--- src/hw/rtl/pse_pkg.sv ---
// shared types, constants and operation codes of the prime search engine
package pse_pkg;

  localparam int unsigned WIDTH = 32;
  localparam int unsigned CNT_W = $clog2(WIDTH);

  typedef logic [WIDTH-1:0] word_t;
  typedef logic [1:0]       func_t;

  // operation codes; the code above FUNC_TEST acts as a test too
  localparam func_t FUNC_UP   = 2'd0;
  localparam func_t FUNC_DOWN = 2'd1;
  localparam func_t FUNC_TEST = 2'd2;

  localparam word_t FLIP_MASK      = WIDTH'(7);
  localparam word_t SMALLEST_PRIME = WIDTH'(2);
  localparam word_t WORD_MAX       = '1;

  // request to the shared divider
  typedef struct packed {
    logic  start;
    word_t dividend;
    word_t divisor;
  } div_req_t;

  // status and result of the shared divider
  typedef struct packed {
    logic  busy;
    logic  done;
    word_t quotient;
    word_t remainder;
  } div_rsp_t;

endpackage

--- src/hw/rtl/pse_if.sv ---
// valid/ready channel interfaces for the prime search engine

interface pse_in_if import pse_pkg::*; ();
  logic  valid;
  logic  ready;
  func_t func;
  word_t number;

  modport source (output valid, output func, output number, input ready);
  modport sink   (input valid, input func, input number, output ready);
endinterface

interface pse_out_if import pse_pkg::*; ();
  logic  valid;
  logic  ready;
  word_t value;
  logic  prime_flag;
  logic  overflow;

  modport source (output valid, output value, output prime_flag, output overflow, input ready);
  modport sink   (input valid, input value, input prime_flag, input overflow, output ready);
endinterface

--- src/hw/rtl/pse_div.sv ---
// restoring divider, one quotient bit per cycle, shared by all trial divisions
module pse_div import pse_pkg::*; (
  input  logic     clk_i,
  input  logic     rst_ni,
  input  div_req_t req_i,
  output div_rsp_t rsp_o
);

  logic             busy_q, done_q;
  logic [CNT_W-1:0] cnt_q;
  word_t            quo_q, rem_q, dvs_q;

  logic [WIDTH:0]   shifted;
  logic [WIDTH:0]   diff;
  logic             fits;
  word_t            rem_d;
  word_t            quo_d;

  // one restoring step
  always_comb begin
    shifted = {rem_q, quo_q[WIDTH-1]};
    diff    = shifted - {1'b0, dvs_q};
    fits    = shifted >= {1'b0, dvs_q};
    rem_d   = fits ? diff[WIDTH-1:0] : shifted[WIDTH-1:0];
    quo_d   = {quo_q[WIDTH-2:0], fits};
  end

  // step sequencer
  always_ff @(posedge clk_i or negedge rst_ni) begin
    if (!rst_ni) begin
      busy_q <= 1'b0;
      done_q <= 1'b0;
      cnt_q  <= '0;
    end else if (req_i.start) begin
      busy_q <= 1'b1;
      done_q <= 1'b0;
      cnt_q  <= '0;
    end else if (busy_q) begin
      cnt_q <= cnt_q + 1'b1;
      if (cnt_q == CNT_W'(WIDTH - 1)) begin
        busy_q <= 1'b0;
        done_q <= 1'b1;
      end
    end else begin
      done_q <= 1'b0;
    end
  end

  // datapath
  always_ff @(posedge clk_i) begin
    if (req_i.start) begin
      quo_q <= req_i.dividend;
      rem_q <= '0;
      dvs_q <= req_i.divisor;
    end else if (busy_q) begin
      quo_q <= quo_d;
      rem_q <= rem_d;
    end
  end

  assign rsp_o.busy      = busy_q;
  assign rsp_o.done      = done_q;
  assign rsp_o.quotient  = quo_q;
  assign rsp_o.remainder = rem_q;

  // checks
  a_no_start_busy: assert property (@(posedge clk_i) disable iff (!rst_ni)
    req_i.start |-> !busy_q) else $error("divider restarted while busy");
  a_start_busy: assert property (@(posedge clk_i) disable iff (!rst_ni)
    req_i.start |=> busy_q) else $error("divider did not start");
  a_rem_bound: assert property (@(posedge clk_i) disable iff (!rst_ni)
    done_q |-> rem_q < dvs_q) else $error("remainder not below divisor");

endmodule

--- src/hw/rtl/prime_search_engine.sv ---
// Prime search engine: tests a number for primality or searches for a prime upward
// or downward from an odd start, one beat in, one beat out; an even number is first
// XORed with 7 to give that start. Each candidate is checked by trial division with
// 2, 3 and then divisors of the form 6k+-1 up to its square root; all divisions run
// on one shared restoring divider. Special starting values (0, 1, 3, 5, 7, 11, 13,
// and 6 in either search direction) are answered without the divider. The block
// takes a new beat only when the previous item has been handed to the output
// register, which holds the result until it is taken.
module prime_search_engine import pse_pkg::*; (
  input  logic      clk_i,
  input  logic      rst_ni,
  pse_in_if.sink    req_i,
  pse_out_if.source rsp_o
);

  typedef enum logic [1:0] {
    ST_IDLE,
    ST_START,
    ST_WAIT,
    ST_DONE
  } state_e;

  state_e   state_q, state_d;
  func_t    func_q, func_d;
  word_t    cand_q, cand_d;
  word_t    trial_q, trial_d;
  logic     step4_q, step4_d;
  word_t    res_val_q, res_val_d;
  logic     res_flag_q, res_flag_d;
  logic     res_ovf_q, res_ovf_d;
  logic     out_valid_q, out_valid_d;
  word_t    out_val_q, out_val_d;
  logic     out_flag_q, out_flag_d;
  logic     out_ovf_q, out_ovf_d;

  div_req_t div_req;
  div_rsp_t div_rsp;

  logic     in_fire;
  logic     special;
  word_t    start_cand;

  assign req_i.ready = (state_q == ST_IDLE);
  assign in_fire     = req_i.valid && req_i.ready;

  // starting values that answer themselves, and the odd start of a search
  always_comb begin
    special    = (req_i.number == WIDTH'(3)) || (req_i.number == WIDTH'(5)) ||
                 (req_i.number == WIDTH'(7)) || (req_i.number == WIDTH'(11)) ||
                 (req_i.number == WIDTH'(13));
    start_cand = req_i.number[0] ? req_i.number : (req_i.number ^ FLIP_MASK);
  end

  pse_div u_div (
    .clk_i  (clk_i),
    .rst_ni (rst_ni),
    .req_i  (div_req),
    .rsp_o  (div_rsp)
  );

  always_comb begin
    div_req.start    = (state_q == ST_START);
    div_req.dividend = cand_q;
    div_req.divisor  = trial_q;
  end

  // sequencer
  always_comb begin
    state_d     = state_q;
    func_d      = func_q;
    cand_d      = cand_q;
    trial_d     = trial_q;
    step4_d     = step4_q;
    res_val_d   = res_val_q;
    res_flag_d  = res_flag_q;
    res_ovf_d   = res_ovf_q;
    out_valid_d = out_valid_q && !rsp_o.ready;
    out_val_d   = out_val_q;
    out_flag_d  = out_flag_q;
    out_ovf_d   = out_ovf_q;

    case (state_q)
      ST_IDLE: begin
        if (in_fire) begin
          func_d    = req_i.func;
          trial_d   = SMALLEST_PRIME;
          res_ovf_d = 1'b0;
          state_d   = ST_DONE;
          if (req_i.func[1]) begin
            // test only
            res_val_d  = req_i.number;
            res_flag_d = 1'b0;
            cand_d     = req_i.number;
            if (req_i.number >= SMALLEST_PRIME) begin
              state_d = ST_START;
            end
          end else if (req_i.number < SMALLEST_PRIME) begin
            res_val_d  = SMALLEST_PRIME;
            res_flag_d = 1'b1;
          end else if (special) begin
            res_val_d  = req_i.number;
            res_flag_d = 1'b1;
          end else if (start_cand < SMALLEST_PRIME) begin
            // a start that drops below two lands on two in either direction
            res_val_d  = SMALLEST_PRIME;
            res_flag_d = 1'b1;
          end else begin
            cand_d  = start_cand;
            state_d = ST_START;
          end
        end
      end
      ST_START: begin
        state_d = ST_WAIT;
      end
      ST_WAIT: begin
        if (div_rsp.done) begin
          if (trial_q > div_rsp.quotient) begin
            // no divisor up to the square root
            res_val_d  = cand_q;
            res_flag_d = 1'b1;
            res_ovf_d  = 1'b0;
            state_d    = ST_DONE;
          end else if (div_rsp.remainder == '0) begin
            // composite candidate
            trial_d = SMALLEST_PRIME;
            if (func_q[1]) begin
              res_val_d  = cand_q;
              res_flag_d = 1'b0;
              res_ovf_d  = 1'b0;
              state_d    = ST_DONE;
            end else if (func_q == FUNC_UP) begin
              if (cand_q == WORD_MAX) begin
                res_val_d  = '0;
                res_flag_d = 1'b0;
                res_ovf_d  = 1'b1;
                state_d    = ST_DONE;
              end else begin
                cand_d  = cand_q + 1'b1;
                state_d = ST_START;
              end
            end else if (cand_q - 1'b1 < SMALLEST_PRIME) begin
              res_val_d  = SMALLEST_PRIME;
              res_flag_d = 1'b1;
              res_ovf_d  = 1'b0;
              state_d    = ST_DONE;
            end else begin
              cand_d  = cand_q - 1'b1;
              state_d = ST_START;
            end
          end else begin
            // next trial divisor: 2, 3, then 5, 7, 11, 13, ...
            state_d = ST_START;
            if (trial_q == SMALLEST_PRIME) begin
              trial_d = WIDTH'(3);
            end else if (trial_q == WIDTH'(3)) begin
              trial_d = WIDTH'(5);
              step4_d = 1'b0;
            end else begin
              trial_d = trial_q + (step4_q ? WIDTH'(4) : WIDTH'(2));
              step4_d = !step4_q;
            end
          end
        end
      end
      ST_DONE: begin
        if (!out_valid_q || rsp_o.ready) begin
          out_valid_d = 1'b1;
          out_val_d   = res_val_q;
          out_flag_d  = res_flag_q;
          out_ovf_d   = res_ovf_q;
          state_d     = ST_IDLE;
        end
      end
      default: begin
        state_d = ST_IDLE;
      end
    endcase
  end

  // state and registered outputs
  always_ff @(posedge clk_i or negedge rst_ni) begin
    if (!rst_ni) begin
      state_q     <= ST_IDLE;
      out_valid_q <= 1'b0;
    end else begin
      state_q     <= state_d;
      out_valid_q <= out_valid_d;
    end
  end

  // payload registers
  always_ff @(posedge clk_i) begin
    func_q     <= func_d;
    cand_q     <= cand_d;
    trial_q    <= trial_d;
    step4_q    <= step4_d;
    res_val_q  <= res_val_d;
    res_flag_q <= res_flag_d;
    res_ovf_q  <= res_ovf_d;
    out_val_q  <= out_val_d;
    out_flag_q <= out_flag_d;
    out_ovf_q  <= out_ovf_d;
  end

  assign rsp_o.valid      = out_valid_q;
  assign rsp_o.value      = out_val_q;
  assign rsp_o.prime_flag = out_flag_q;
  assign rsp_o.overflow   = out_ovf_q;

  // checks
  a_ovf_result: assert property (@(posedge clk_i) disable iff (!rst_ni)
    rsp_o.valid && rsp_o.overflow |-> (rsp_o.value == '0) && !rsp_o.prime_flag)
    else $error("overflow beat carries a value");
  a_div_idle: assert property (@(posedge clk_i) disable iff (!rst_ni)
    (state_q == ST_START) |-> !div_rsp.busy)
    else $error("division issued while divider busy");
  a_accept_leaves_idle: assert property (@(posedge clk_i) disable iff (!rst_ni)
    in_fire |=> (state_q != ST_IDLE))
    else $error("accepted beat not in work");

endmodule

--- src/flat_wrapper.sv ---
// flat-port wrapper written by rule: the top's interface ports become plain ports
module prime_search_engine_flat import pse_pkg::*;
  (clk_i, rst_ni, req_i_valid, req_i_func, req_i_number, req_i_ready, rsp_o_valid, rsp_o_value, rsp_o_prime_flag, rsp_o_overflow, rsp_o_ready);
  pse_in_if req_i_i ();
  pse_out_if rsp_o_i ();
  input  logic clk_i;
  input  logic rst_ni;
  input wire logic [$bits(req_i_i.valid)-1:0] req_i_valid;
  input wire logic [$bits(req_i_i.func)-1:0] req_i_func;
  input wire logic [$bits(req_i_i.number)-1:0] req_i_number;
  output wire logic [$bits(req_i_i.ready)-1:0] req_i_ready;
  output wire logic [$bits(rsp_o_i.valid)-1:0] rsp_o_valid;
  output wire logic [$bits(rsp_o_i.value)-1:0] rsp_o_value;
  output wire logic [$bits(rsp_o_i.prime_flag)-1:0] rsp_o_prime_flag;
  output wire logic [$bits(rsp_o_i.overflow)-1:0] rsp_o_overflow;
  input wire logic [$bits(rsp_o_i.ready)-1:0] rsp_o_ready;
  assign req_i_i.valid = req_i_valid;
  assign req_i_i.func = req_i_func;
  assign req_i_i.number = req_i_number;
  assign req_i_ready = req_i_i.ready;
  assign rsp_o_valid = rsp_o_i.valid;
  assign rsp_o_value = rsp_o_i.value;
  assign rsp_o_prime_flag = rsp_o_i.prime_flag;
  assign rsp_o_overflow = rsp_o_i.overflow;
  assign rsp_o_i.ready = rsp_o_ready;
  prime_search_engine u_core (.clk_i(clk_i), .rst_ni(rst_ni), .req_i(req_i_i), .rsp_o(rsp_o_i));
endmodule
--- config.mk ---
export PLATFORM = sky130hd
export DESIGN_NAME = prime_search_engine_flat
export DESIGN_NICKNAME = d
export VERILOG_FILES = /design/src/hw/rtl/pse_pkg.sv /design/src/hw/rtl/pse_if.sv /design/src/hw/rtl/pse_div.sv /design/src/hw/rtl/prime_search_engine.sv /design/src/flat_wrapper.sv
export SDC_FILE = /design/constraint.sdc
export NUM_CORES = 1
export LEC_CHECK = 0
export ABC_AREA = 0
export BUFFER_PORTS_ARGS = -buffer_cell sky130_fd_sc_hd__buf_4
export CORE_MARGIN = 3
export CORE_UTILIZATION = 50
export CTS_CLUSTER_SIZE = 16
export DETAILED_ROUTE_END_ITERATION = 16
export PLACE_DENSITY = 0.68
export SETUP_SLACK_MARGIN = 0.15
export SYNTH_ARGS = -nofsm -noshare
export SYNTH_HDL_FRONTEND = slang
export SYNTH_SLANG_ARGS = --single-unit
--- constraint.sdc ---
create_clock -name clk_i -period 4.4 [get_ports clk_i]
set_input_delay 0.88 -clock clk_i [delete_from_list [all_inputs] [get_ports clk_i]]
set_output_delay 0.88 -clock clk_i [all_outputs]
set_load 0.005 [all_outputs]
==> run metrics <==
CP Data Arrival Time=3990 ps; sequential share of power=a little under two fifths; setup ws final=roughly 590 ps; ant diodes=0; Avg Vias per Cell=about 5.9; H-tree levels=1; Core Area=between 0.02 and 0.03 mm2; Global Route Usage Sum=between 20% and 30%; Cell Area, Synth=0.0140 mm2; Ports=74; Initial DRC Count=999; slowest stage delay, CP=approximately 530 ps; Pleak=just over 0.006 uW; chip width=about 170 um; final slew viol count=0; Root Driver=clkbuf_16; cts hold-fix bufs=0; FP Rows=60; period utilization=between 80% and 90%; initial antenna violation count=0; drt pass-1 iters=6; Critical Path, Cell by Cell=or3_4 > or4b_4 > or2_1 > o31ai_1 > o211ai_1 > nor4b_2 > a21oi_2 > o21ai_1 > and2_1 > buf_4; Area after DPL=between 0.01 and 0.015 mm2; synth-to-layout area growth=13.2%; Cell variety after synth=74; die area=approximately 0.03 mm2; vias in the first global route=approximately 10,000; RSZ-0062 raised after global routing=no; share of layout cells above drive strength 1=roughly 11%; Critical Path RT=4590 ps; first-pass GRT wire length=approximately 57,000 um; Finished Cell Area=0.0159 mm2; Hold Crit Class=input port to async pin; outcome=finished clean; Post-Synthesis Cells=approximately 1,400; Clock Latency Late Sink=between 500 and 600 ps; RePlAce Congestion=~0.96; Worst setup SP type=flip-flop; GRT overflow=0; clock skew=13.9 ps; worst vdd ir=around 0.00036 V; Final min period=roughly 3800 ps; most frequent cells in the layout=edfxtp_1, nand2_1, o21ai_0, buf_4, nor2_1; area leader, netlist=edfxtp_1; CTS tree=done; clock network power share=about 20%; Multi-input gate area=between 0.006 and 0.007 mm2; most common flop cell mapped by yosys=edfxtp_1; Synth top area share=42.7%; Total Wirelength=between 30,000 and 40,000 um; Setup WS pre-CTS=roughly 610 ps; Final Setup Violations=0; Crit. End Element=flip-flop; pwr dens=694 mW/mm2; DR WL/cell=~19 um; register bit total from synthesis=~240; Comb power frac=~43%; Hold Violations, Final=0; top cells by area, synth=edfxtp_1, ha_1, o21ai_0; Initial Util=between 50% and 60%; EDFF count, synth=just under 200; register area share after synthesis=slightly below 50%; FFs w/ async S/R, synth=4.15%; Crit-path slowest cell=or4b_4; DR vias=11,052; Post-Syn Nets=about 1,500; Max clock buf depth=3; Max Fclk=around 260 MHz; Psw=4270 uW; CP Max Fanout=33; clock sink total=~240; internal power component=between 6000 and 7000 uW; Crit Path Class=flip-flop to flip-flop; largest net degree at the start of global routing=just over 90; sw frac=between 30% and 40%; Resize count post-CTS=0; final antenna-violating net count=0; Fin Setup TNS=0 ps; mean cell area of the mapped netlist=just under 10 um2; clk slew on worst S/H paths=roughly 70 ps; cts bufs inserted=27; Port Buffers=73; most common cell after layout, fill and taps aside=edfxtp_1; Sequential cell area=roughly 0.0069 mm2; max-cap violations=0; Syn. warnings=0; Slew HR=between 20% and 30%; Post-route DRC=0; post-DP HPWL=25,500 um; Post-Route Utilization=about three fifths; nets@finish=between 1,500 and 2,000; worst slew pin tran=approximately 1100 ps; layout filler cell count=2,351; die height=around 170 um; post-CTS setup buffers=0
## stage by stage
step | total power, uW | instances | hold slack (ps)
finish | 11000 | 1859 | 160
global route | 11800 | 1859 | 152
CTS | 11000 | 1859 | 142
detailed placement | 8750 | 1810 | 406
global placement | 8650 | 1810 | 403
floorplan | 7410 | 1410 | 400
## worst max-delay path: cells and delay by family (launching register included)
family	cells	cell delay [ps]
AND/OR/NAND/NOR	5	1790
AO/OA/AOI/OAI	4	730
flip-flops	1	520
buffers and inverters	1	380
## cells by family (layout without fill, tap and decap cells)
group                      after synthesis  in the layout  share of synthesized area (%)
buffers and inverters                  163            240                           4.52
xor gates and xnor gates                87             87                           5.44
adders and majority gates               75             75                           6.81
and+or+nand+nor                        457            457                           16.0
muxes                                   27             27                           1.95
AOI/OAI and AO/OA                      360            360                           16.2
DFF                                    241            241                           49.0
## Yosys cell counts, types with 13 or more instances
cell type  number
a21o_1         25
a21oi_1        76
a22o_1         32
and3_1         17
clkbuf_1       66
dfxtp_1        32
edfxtp_1      199
ha_1           73
inv_1          87
mux2i_1        25
nand2_1       146
nand3_1        28
nand4_1        28
nor2_1         92
nor2b_1        13
nor3_1         40
nor4_1         27
o21ai_0       133
or3_1          18
xnor2_1        43
xor2_1         44
## cell type report
| class | instances | area share [%] |
|---|---|---|
| Clock buffer | 29 | 4.31 |
| Timing Repair Buffer | 104 | 5.00 |
| Clock inverter | 20 | 1.16 |
| Multi-Input combinational cell | 1006 | 41.2 |
| Sequential cell | 241 | 43.3 |
| Inverter | 87 | 2.06 |
| Tap cell | 372 | 2.94 |
## layer usage
layer	track usage (%)	share of wire, %	routed length (um)	up-vias
met5	0	0	0	-
li1	-	-	-	5298
met2	34.1	43	15300	369
met1	35.3	48	16800	5317
met3	3.59	6.7	2380	68
met4	6.08	2.4	840	0
## worst paths after layout
kind	from	end	slack [ps]	cells past startpoint
max	u_core.cand_q[9]$_DFFE_PP_	u_core.res_val_q[12]$_DFFE_PP_	590	10
min	rst_ni	u_core.u_div.cnt_q[3]$_DFFE_PN0P_	160	1
max reg2reg	u_core.cand_q[9]$_DFFE_PP_	u_core.res_val_q[12]$_DFFE_PP_	590	10
min reg2reg	u_core.res_val_q[0]$_DFFE_PP_	u_core.rsp_o.value[0]$_DFFE_PP_	420	0
max in group asynchronous	rst_ni	u_core.state_q[0]$_DFFE_PN0P_	4100	1
min in group clk_i	u_core.res_val_q[0]$_DFFE_PP_	u_core.rsp_o.value[0]$_DFFE_PP_	420	0
## state kept, by name (all words and copies together) (netlist names)
signal	count
u_core.cand_q	32
u_core.res_val_q	32
u_core.rsp_o.value	32
u_core.trial_q	32
u_core.u_div.dvs_q	32
u_core.u_div.quo_q	32
u_core.u_div.rem_q	32
u_core.u_div.cnt_q	5
u_core.func_q	2
u_core.state_q	2
u_core.res_flag_q	1
u_core.res_ovf_q	1
u_core.rsp_o.overflow	1
u_core.rsp_o.prime_flag	1
u_core.rsp_o.valid	1
u_core.step4_q	1
u_core.u_div.busy_q	1
u_core.u_div.done_q	1
## power groups by stage
stage	combinational (uW)	clock, uW	sequential [uW]
after floorplan	3510	0	3900
after global placement	4550	0	4100
after detailed placement	4640	0	4110
after CTS	4680	2260	4080
after global routing	5270	2350	4170
final	4690	2220	4090
Power figures use the tool's default switching activity.
